[config.mk]
export PLATFORM = sky130hd
export DESIGN_NAME = psd_walker
export DESIGN_NICKNAME = d
export VERILOG_FILES = /design/src/hdl/palette_sprite_decoder_macros.svh /design/src/hdl/psd_pkg.sv /design/src/hdl/psd_walker.sv
export SDC_FILE = /design/constraint.sdc
export NUM_CORES = 1
export LEC_CHECK = 0
export BUFFER_PORTS_ARGS = -buffer_cell sky130_fd_sc_hd__buf_2
export CAP_MARGIN = 20
export CORE_ASPECT_RATIO = 0.8
export CORE_MARGIN = 5
export CORE_UTILIZATION = 66
export DETAILED_ROUTE_END_ITERATION = 8
export PLACE_DENSITY = 0.88
export RECOVER_POWER = 50
export SYNTH_ARGS = -nofsm -noshare
export SYNTH_HDL_FRONTEND = slang
export SYNTH_SLANG_ARGS = --single-unit
[constraint.sdc]
create_clock -name clk -period 10.4 [get_ports clk]
set_clock_uncertainty 0.2 [all_clocks]
set_input_delay 0.52 -clock clk [delete_from_list [all_inputs] [get_ports clk]]
set_output_delay 0.52 -clock clk [all_outputs]
set_load 0.01 [all_outputs]
[src/hdl/palette_sprite_decoder_macros.svh]
// ----------------------------------------------------------------------------
// palette_sprite_decoder assertion macros
// Concurrent assertion wrappers; they compile away under SYNTHESIS.
// ----------------------------------------------------------------------------
`ifndef PALETTE_SPRITE_DECODER_MACROS_SVH
`define PALETTE_SPRITE_DECODER_MACROS_SVH

`ifndef SYNTHESIS

// Same-cycle implication, disabled while reset is high.
`define PSD_ASSERT_IMPL(label, clk, rst, ante, cons, msg) \
  label: assert property (@(posedge clk) disable iff (rst) (ante) |-> (cons)) \
    else $error(msg);

// Next-cycle implication, disabled while reset is high.
`define PSD_ASSERT_NEXT(label, clk, rst, ante, cons, msg) \
  label: assert property (@(posedge clk) disable iff (rst) (ante) |=> (cons)) \
    else $error(msg);

`else

`define PSD_ASSERT_IMPL(label, clk, rst, ante, cons, msg)
`define PSD_ASSERT_NEXT(label, clk, rst, ante, cons, msg)

`endif

`endif

[src/hdl/psd_pkg.sv]
// ----------------------------------------------------------------------------
// psd_pkg
// Shared constants, types and codes of the palette sprite decoder.
// ----------------------------------------------------------------------------
package psd_pkg;

  localparam int PALETTE_DEPTH = 256;
  localparam int PAL_AW        = $clog2(PALETTE_DEPTH);
  localparam int DIM_BITS      = 16;
  localparam int COLOR_W       = 24;
  localparam int ADDR_W        = 32;
  localparam int CFG_DATA_W    = 16;
  localparam int COUNT_W       = 9;

  // Palette depth at the width of entry_count, for range checks.
  localparam logic [COUNT_W-1:0] PAL_DEPTH_W = COUNT_W'(PALETTE_DEPTH);

  typedef logic [DIM_BITS-1:0] dim_t;

  typedef enum logic {
    OP_PALETTE = 1'b0,
    OP_PIXEL   = 1'b1
  } op_t;

  typedef enum logic [1:0] {
    CFG_IMAGE_WIDTH  = 2'd0,
    CFG_IMAGE_HEIGHT = 2'd1,
    CFG_COLUMN_ORDER = 2'd2,
    CFG_ENTRY_COUNT  = 2'd3
  } cfg_reg_t;

  typedef struct packed {
    logic [15:0]        image_width;
    logic [15:0]        image_height;
    logic               column_order;
    logic [COUNT_W-1:0] entry_count;
  } cfg_t;

  // Walker status toward the pipeline: current pixel position and end mark.
  typedef struct packed {
    logic              last;
    logic [ADDR_W-1:0] address;
  } walk_t;

  typedef struct packed {
    logic              hit;
    logic              bad;
    logic              last;
    logic [ADDR_W-1:0] address;
  } pipe_t;

endpackage

[src/hdl/psd_walker.sv]
// ----------------------------------------------------------------------------
// psd_walker
// Pixel position counters and frame-buffer address of the next pixel.
// ----------------------------------------------------------------------------
module psd_walker import psd_pkg::*; (
  input  logic  clk,
  input  logic  rst,
  input  logic  step,
  input  cfg_t  cfg,
  output walk_t walk
);

  dim_t inner;
  dim_t outer;
  dim_t pos_row;
  dim_t pos_col;
  dim_t pos_width;

  dim_t              w;
  dim_t              h;
  dim_t              inner_lim;
  dim_t              outer_lim;
  logic [DIM_BITS:0] inner_inc;
  logic [DIM_BITS:0] outer_inc;
  logic              inner_wrap;
  logic              last;
  dim_t              inner_next;
  dim_t              outer_next;
  logic [2*DIM_BITS-1:0] prod;

  assign w = cfg.image_width[DIM_BITS-1:0];
  assign h = cfg.image_height[DIM_BITS-1:0];

  always_comb begin
    inner_lim  = cfg.column_order ? h : w;
    outer_lim  = cfg.column_order ? w : h;
    inner_inc  = {1'b0, inner} + {{DIM_BITS{1'b0}}, 1'b1};
    outer_inc  = {1'b0, outer} + {{DIM_BITS{1'b0}}, 1'b1};
    // a counter past a shrunken limit wraps here as well
    inner_wrap = inner_inc >= {1'b0, inner_lim};
    last       = inner_wrap && (outer_inc >= {1'b0, outer_lim});
    inner_next = inner_wrap ? '0 : inner_inc[DIM_BITS-1:0];
    if (!inner_wrap) begin
      outer_next = outer;
    end else if (last) begin
      outer_next = '0;
    end else begin
      outer_next = outer_inc[DIM_BITS-1:0];
    end
  end

  // Position is latched with the width and order in force at the step, so a
  // later register write does not move the pending address.
  always_ff @(posedge clk) begin
    if (rst) begin
      inner     <= '0;
      outer     <= '0;
      pos_row   <= '0;
      pos_col   <= '0;
      pos_width <= '0;
    end else if (step) begin
      inner     <= inner_next;
      outer     <= outer_next;
      pos_row   <= cfg.column_order ? inner_next : outer_next;
      pos_col   <= cfg.column_order ? outer_next : inner_next;
      pos_width <= w;
    end
  end

  assign prod         = (2*DIM_BITS)'(pos_row) * (2*DIM_BITS)'(pos_width);
  assign walk.address = ADDR_W'(prod) + ADDR_W'(pos_col);
  assign walk.last    = last;

endmodule

==> flow_summary_export.csv, run 1 <==
group,metric,value,unit
global_route,grtUsageTotal,29.5,%
status,outcome,"complete, but fails checks",
yosys,yosysSeqAreaShare,11.0,%
yosys,syn_inst,1752,
hold_path,hp-class,"input port to flop",
placed_design,dp_hpwl,27.9,mm
clock_network,cts_buffer_depth,2,
routing,drt-initial-drc-count,1137,
sta,fmax,127,MHz
die,io_pins,78,
layout,regArea,1600,µm²
sta,worstMarginPinSlew,2.19,ns
layout,syn_to_final_growth,4.04,%
setup_path,arrival,7.17,ns
yosys,synth_common_cells,"306 x inv_1, 219 x nand2_1, 210 x fa_1, 140 x ha_1, 127 x and2_1",
pwr,ir_drop,0.0883,mV
layout,diodes,0,
sta,min_period,7.89,ns
clock_network,numCtsBuffers,9,
yosys,ys_types,64,
die,die_w,176,µm
setup_path,crit_type,"flop to output port",
routing,wl_per_cell,17.9,µm
global_route,grt_pass1_vias,12600,
setup_path,cp_max_fo,17,
layout,nets,2131,
pwr,cellLeakagePower,7.67,nW
routing,dr.pass1.iters,6,
yosys,yosysTopAreaCell,"fa_1",
routing,drc,0,
yosys,async_flop_share,0,%
die,rows,48,
global_route,antenna_found_initial,0,
layout,nFillCells,1680,
sta,maxSlewHeadroom,-46.0,%
sta,finalHoldViolations,0,
die,start_util,67.3,%
clock_network,insertion_delay,0.34,ns
yosys,yosysMostFrequentCell,"inv_1",
global_route,grt_overflow,0,
layout,multi_input_area,11400,µm²
die,die_y,143,µm
yosys,ys_warn_count,0,
yosys,synth_enable_flop_cells,0,
pwr,power_density,74.8,nW/µm²
clock_network,clkSinkCount,80,
sta,final_max_slew_viol_count,184,
clock_network,cts_resized,0,
sta,finalSetupViolCount,0,
yosys,synth_area_leaders,"fa_1 29%, ha_1 12%, dfxtp_1 11%",
die,core_area,21600,µm²
routing,num_vias,12200,
die,die_area,25100,µm²
clock_network,htree_levels,3,
routing,detail-route-antenna-nets,0,
routing,totalWireLength,36.1,mm
sta,fin_tns_setup,0,ns
sta,hold_ws,0.249,ns
placed_design,routabilityCongestion,0.899,
layout,drive_gt1_share,5.46,%
sta,period_share,75.8,%
setup_path,cp-end-kind,"output port",
yosys,syn_area,14500,µm²
yosys,synth_area_per_cell,8.30,µm²
clock_network,clk_pin_slew_worst_paths,0.06,ns
global_route,grt_max_degree,88,
yosys,yosys_register_bits,80,
clock_network,cts-root-buf,"clkbuf_16",
global_route,grt_first_pass_wirelength,60.7,mm
clock_network,post_cts_buffers,0,
clock_network,ctsHoldBuffers,0,
yosys,syn-num-nets,2147,
job,maxCapViolations,4,
yosys,yosys.area.top_type_share,28.9,%
yosys,synthFlopType,"dfxtp_1",
routing,vias_per_cell,6.07,
setup_path,crit_path_start_kind,"flop",
sta,rsz0062_at_grt,"no",
setup_path,cp.required,9.68,ns
placed_design,io_buffers,68,
status,violations,"max-capacitance violations, max-slew violations",
clock_network,cts_tree,"done",
placed cells by master (no fill, tap or decap), drive strengths merged, types with 14 or more instances in the layout:
master / n
o21ai: 62
buf: 66
a311oi: 21
nor3: 20
and3: 18
and2: 127
ha: 140
clkbuf: 18
xor2: 25
nor2: 85
inv: 306
a21oi: 65
xnor2: 27
a21o: 25
dfxtp: 80
fa: 210
nand2: 219
nand3: 27
a211oi: 14
mux2i: 52
per-layer routing:
| layer | up-vias | global-route usage (%) | routed length (µm) |
|---|---|---|---|
| met5 | - | 0 | 0 |
| met4 | 0 | 8.61 | 1010 |
| li1 | 5596 | - | - |
| met2 | 595 | 50.0 | 17000 |
| met3 | 105 | 5.11 | 3170 |
| met1 | 5944 | 39.5 | 14900 |
critical path, stage by stage (launching register included):
cell	delay, ns
dfxtp_1	0.86
nand2_1	0.19
fa_1	0.54
fa_1	0.47
fa_1	0.52
fa_1	0.54
inv_1	0.05
fa_1	0.47
inv_1	0.05
fa_1	0.48
inv_1	0.04
ha_1	0.33
nand2_1	0.09
o21bai_1	0.08
o21ai_0	0.33
a211oi_1	0.19
o31ai_1	0.65
a21oi_1	0.31
o2111a_1	0.31
a211oi_1	0.16
buf_2	0.16
where the power goes:
part,switching (mW),total [mW],leakage (nW),internal [mW]
combinational,0.258,0.440,6.86,0.181
sequential,0.0469,0.365,0.654,0.318
clock,0.129,0.327,0.148,0.198
final timing paths:
kind / slack, ns / end / cells after the start / from
worst max-delay path: 2.51 / walk[31] / 20 / pos_row[8]
worst min-delay path: 0.25 / pos_width[3] / 3 / cfg[29]
worst max register to register: 4.09 / pos_row[1] / 16 / inner[0]
worst min register to register: 0.29 / pos_col[15] / 2 / pos_col[15]
cell type report:
class	count	share of cell area [%]
inverters	306	7.59
well taps	275	2.27
repair buffers	73	2.41
multi-input cells	1266	75.1
clock inverters	5	0.364
clock buffers	11	1.67
flip-flops and latches	80	10.6
through the flow:
stage                     power [mW]  setup slack (ns)  instances  util (%)  instance area (µm²)
after CTS                       1.13              2.60       2016      70.1                15200
after global routing            1.21              2.16       2016      70.0                15100
after global placement         0.783              3.13       2000      68.7                14900
after floorplan                0.668              3.83       1752         -                14500
final                           1.13              2.51       2016      70.0                15100
after detailed placement       0.808              3.01       2000      68.7                14900
kinds of logic (layout without fill, tap and decap cells):
logic type,after synthesis,after routing,synth area share [%]
mux,54,54,3.73
flops,80,80,11.0
compound gates,246,246,11.0
buf+inv,406,395,10.8
simple gates,564,564,19.4
fa+ha+maj,350,350,40.9
xor+xnor,52,52,3.13
state kept, by name (all words and copies together), names as in the netlist:
register   flops
pos_col       16
pos_width     16
outer         16
pos_row       16
inner         16
Note: power is estimated with default switching activity, not from simulation.
==> run 2, diff against run 1 <==
- CORE_UTILIZATION: 66 -> 58
- PLACE_DENSITY: 0.88 -> 0.82
- clock period: 10.4 -> 7.2 ns (I/O delays scaled with it)
==> flow_summary_export.csv, run 2 (synthesized netlist as in run 1, its figures left out) <==
group,metric,value,unit
status,outcome,"complete, but fails checks",
status,violations,"max-capacitance violations, max-slew violations",
setup_path,regToRegEndpoint,"pos_row[13]",
global_route,grtUsageTotal,26.5,%
sta,maxSlewHeadroom,-154,%
layout,nets,2170,
setup_path,r2r_start,"inner[0]",
layout,syn_to_final_growth,6.95,%
clock_network,clkSinkCount,80,
hold_path,hp-class,"input port to flop",
sta,hold_ws,0.101,ns
clock_network,insertion_delay,0.34,ns
setup_path,slowest_delay,0.54,ns
clock_network,cts-root-buf,"clkbuf_16",
sta,final_max_slew_viol_count,182,
layout,fin_util,63.5,%
pwr,ir_drop,0.118,mV
setup_path,critical-path-top-delay-family,"adder cells",
placed_design,io_buffers,68,
clock_network,htree_levels,3,
placed_design,dp_hpwl,28.9,mm
sta,rsz0062_at_grt,"no",
layout,final_area,15600,µm²
routing,num_vias,12400,
die,rows,51,
setup_path,r2r_cells,15,
pwr,power_density,110,nW/µm²
sta,finalSetupViolCount,0,
layout,final_cell_mix,"306 x inv_1, 218 x nand2_1, 210 x fa_1",
layout,multi_input_area,11400,µm²
layout,stdcell_count,2098,
hold_path,min_path_cells,3,
clock_network,clk_pin_slew_worst_paths,0.06,ns
placed_design,routabilityCongestion,0.925,
layout,diodes,0,
setup_path,cp_max_fo,9,
setup_path,arrival,6.37,ns
setup_path,cp.required,6.64,ns
routing,drt-initial-drc-count,1169,
placed_design,placement.cell_area,15200,µm²
sta,min_period,6.93,ns
layout,drive_gt1_share,8.09,%
pwr,cellLeakagePower,7.89,nW
job,maxCapViolations,3,
die,die_y,152,µm
routing,wl_per_cell,17.2,µm
placed_design,dp.cells,2081,
clock_network,cts_tree,"done",
layout,nFillCells,2063,
layout,regArea,1610,µm²
routing,drc,0,
clock_network,cts_buffer_depth,2,
routing,dr.pass1.iters,6,
global_route,antenna_found_initial,0,
die,core_area,24500,µm²
routing,vias_per_cell,5.89,
die,die_w,187,µm
global_route,grt_max_degree,81,
clock_network,ctsHoldBuffers,0,
hold_path,hold_end,"pos_width[0]",
routing,totalWireLength,36.1,mm
die,start_util,59.4,%
routing,detail-route-antenna-nets,0,
sta,fmax,144,MHz
sta,worstMarginPinSlew,3.81,ns
global_route,grt_first_pass_wirelength,62.6,mm
setup_path,crit_type,"flop to output port",
setup_path,critical_path_buf_inv_count,6,
setup_path,crit_path_start_kind,"flop",
global_route,grt_pass1_vias,12800,
setup_path,r2r_slack,0.77,ns
setup_path,cp_cell_sequence,"buf_4, nand2_1, fa_1, fa_1, fa_1, inv_1, fa_1, fa_1, inv_1, fa_1, inv_1, ha_1, and3_1, a31oi_1, and3_1, o311ai_0, buf_4, and3b_1, o21ai_1, and2_1, o211ai_1, buf_2",
sta,finalHoldViolations,0,
die,io_pins,78,
hold_path,min_from,"cfg[26]",
layout,mostFrequentLayoutCell,"inv_1",
die,die_area,28400,µm²
setup_path,critPathSlowestCell,"fa_1",
setup_path,crit_top_cell,"fa_1",
clock_network,numCtsBuffers,9,
setup_path,cp-end-kind,"output port",
global_route,grt_overflow,0,
sta,period_share,96.2,%
sta,fin_tns_setup,0,ns
[run 2: cell count changes in the layout (fill, tap and decap cells not counted), sizes merged]
| cell | delta |
|---|---|
| buf | +37 |
| bufinv | +2 |
| clkbuf | +2 |
| clkinvlp | -2 |
[run 2: repair_timing]
item                       CTS  global route
gates cloned                 0             0
buffers inserted             0             0
resized for setup            1            21
setup endpoints to repair    4            10
pin swaps                    0             2
[run 2: layout make-up]
| type | instances | area share [%] |
|---|---|---|
| Clock buffer | 11 | 1.56 |
| Inverter | 306 | 7.38 |
| Clock inverter | 5 | 0.667 |
| Multi-Input combinational cell | 1266 | 73.3 |
| Sequential cell | 80 | 10.4 |
| Tap cell | 318 | 2.56 |
| Timing Repair Buffer | 112 | 4.16 |
[run 2: per-layer routing]
layer	vias up	track usage (%)	part of all wire (%)
li1	5670	-	-
met1	6124	36.1	43
met2	505	45.5	47
met3	67	3.83	7.9
met4	0	6.06	2.0
met5	-	0	0
[run 2: tightest hold or removal path, stage by stage]
cell and delay (ns):
buf_2 0.11, mux2i_1 0.07, nor2_1 0.07
[run 2: per-stage QoR]
stage	total power, mW	setup WS (ns)
after floorplan	0.965	0.786
after global placement	1.16	0.258
after detailed placement	1.19	0.254
after CTS	1.71	0.00909
after global routing	1.84	0.00481
final	1.71	0.274
[run 2: worst max-delay path by stage]
| stage | start | to | slack [ns] | depth (start not counted) |
|---|---|---|---|---|
| finish | pos_width[1] | walk[28] | 0.27 | 22 |
| global route | pos_row[9] | walk[25] | 0.005 | 22 |
| CTS | pos_row[5] | walk[31] | 0.009 | 21 |
| detailed placement | pos_width[1] | walk[31] | 0.25 | 22 |
| global placement | pos_row[6] | walk[31] | 0.26 | 22 |
| floorplan | pos_width[1] | walk[25] | 0.79 | 19 |
[run 2: power by group]
part / internal, mW / total, mW / switching, mW
clock network: 0.348 / 0.530 / 0.182
registers: 0.460 / 0.499 / 0.0383
logic: 0.279 / 0.686 / 0.406
total: 1.09 / 1.71 / 0.627
==> run 3, diff against run 2 <==
- RECOVER_POWER: 50 -> 100
==> flow_summary_export.csv, run 3 (synthesized netlist as in run 1, its figures left out) <==
group,metric,value,unit
setup_path,r2r_cells,15,
die,rows,51,
die,io_pins,78,
setup_path,regToRegEndpoint,"pos_row[13]",
global_route,met2_usage,45.5,%
clock_network,insertion_delay,0.34,ns
setup_path,crit_type,"flop to output port",
setup_path,cp-end-kind,"output port",
layout,final_cell_mix,"306 x inv_1, 218 x nand2_1, 210 x fa_1",
setup_path,critical_path_buf_inv_count,6,
sta,fmax,144,MHz
layout,diodes,0,
layout,nFillCells,2069,
global_route,grt_pass1_vias,12800,
setup_path,crit_top_cell,"fa_1",
global_route,grtUsageTotal,26.5,%
setup_path,crit_end,"walk[28]",
setup_path,startpoint,"pos_width[1]",
layout,regArea,1610,µm²
layout,fin_util,63.4,%
pwr,cellLeakagePower,7.84,nW
clock_network,clk_pin_slew_worst_paths,0.06,ns
setup_path,critPathSlowestCell,"fa_1",
pwr,p_total,1.71,mW
routing,detail-route-antenna-nets,0,
layout,nets,2170,
setup_path,r2r_slack,0.73,ns
clock_network,cts_buffer_depth,2,
sta,final_max_slew_viol_count,182,
sta,finalHoldViolations,0,
job,maxCapViolations,3,
routing,drt-initial-drc-count,1052,
die,die_w,187,µm
setup_path,critical-path-top-delay-family,"adder cells",
clock_network,clkSinkCount,80,
layout,drive_gt1_share,7.42,%
global_route,grt_max_degree,81,
clock_network,cts-root-buf,"clkbuf_16",
placed_design,routabilityCongestion,0.925,
setup_path,critical_path_depth,22,
sta,hold_ws,0.104,ns
sta,period_share,96.6,%
global_route,grt_overflow,0,
global_route,antenna_found_initial,0,
clock_network,cts_tree,"done",
placed_design,io_buffers,68,
clock_network,numCtsBuffers,9,
setup_path,crit_path_start_kind,"flop",
routing,totalWireLength,36.1,mm
sta,min_period,6.96,ns
global_route,grtUsageMet3,3.83,%
placed_design,dp_hpwl,28.9,mm
routing,num_vias,12300,
status,outcome,"complete, but fails checks",
die,core_area,24500,µm²
sta,maxSlewHeadroom,-154,%
sta,fin_tns_setup,0,ns
sta,worstMarginPinSlew,3.81,ns
setup_path,slowest_delay,0.54,ns
setup_path,cp_max_fo,9,
routing,drc,0,
setup_path,cp_cell_sequence,"buf_4, nand2_1, fa_1, fa_1, fa_1, inv_1, fa_1, fa_1, inv_1, fa_1, inv_1, ha_1, and3_1, a31oi_1, and3_1, o311ai_0, clkbuf_1, and3b_1, o21ai_1, and2_0, o211ai_1, buf_2",
sta,rsz0062_at_grt,"no",
global_route,grt_first_pass_wirelength,62.6,mm
layout,multi_input_area,11400,µm²
die,start_util,59.4,%
routing,vias_per_cell,5.85,
clock_network,post_cts_buffers,0,
setup_path,cp.required,6.64,ns
die,die_area,28400,µm²
routing,dr.pass1.iters,6,
die,die_y,152,µm
pwr,power_density,110,nW/µm²
global_route,grt-busiest-layer,"met2",
sta,finalSetupViolCount,0,
setup_path,r2r_start,"inner[0]",
clock_network,ctsHoldBuffers,0,
pwr,ir_drop,0.118,mV
layout,syn_to_final_growth,6.83,%
setup_path,arrival,6.40,ns
layout,mostFrequentLayoutCell,"inv_1",
status,violations,"max-capacitance violations, max-slew violations",
hold_path,hp-class,"input port to flop",
routing,wl_per_cell,17.2,µm
global_route,use_met1,36.1,%
clock_network,htree_levels,3,
-- run 3: cell count changes in the layout (fill, tap and decap cells not counted), moves of 3 or more --
cell / delta
clkbuf_1: +12
o21ai_1: -3
buf_2: -13
o21ai_0: +3
-- run 3: layout make-up --
class	count	area share (%)
multi-input combinational	1266	73.4
sequential	80	10.4
inverter	306	7.39
timing repair buffer	112	4.05
tap	318	2.56
clock buffer	11	1.56
clock inverter	5	0.668
-- run 3: per-stage QoR --
stage	std cells	setup slack [ns]	area (µm²)
global route	2098	0.00481	15500
finish	2098	0.243	15500
CTS	2097	0.00909	15500
global placement	2081	0.258	15200
detailed placement	2081	0.254	15200
floorplan	1752	0.786	14500
-- run 3: worst min path at each step --
stage	from	endpoint	slack, ns	cells after the start
final	cfg[26]	pos_width[0]	0.10	3
after CTS	cfg[26]	pos_width[0]	0.1	3
after detailed placement	pos_col[15]	pos_col[15]	0.28	2
after floorplan	pos_col[15]	pos_col[15]	0.24	2
after global placement	pos_col[15]	pos_col[15]	0.25	2
after global routing	cfg[39]	pos_width[13]	0.13	3
-- run 3: power by group --
group          internal [mW]  switching (mW)
clock network          0.348           0.182
registers              0.460          0.0383
logic                  0.272           0.408
-- run 3: tightest hold or removal path, cell delays in order --
cell and delay [ns]:
buf_2 0.11, mux2i_1 0.07, nor2_1 0.07
-- run 3: per-layer routing --
metal / vias to the layer above / routed length (µm)
met5: - / 0
met4: 0 / 731
met3: 68 / 2940
met2: 516 / 17100
met1: 6025 / 15400
li1: 5661 / -
-- run 3: what timing repair did --
item / 4_1_cts / 5_1_grt
resized for setup: 1 / 21
pin swaps: 0 / 2
setup endpoints to repair: 4 / 10
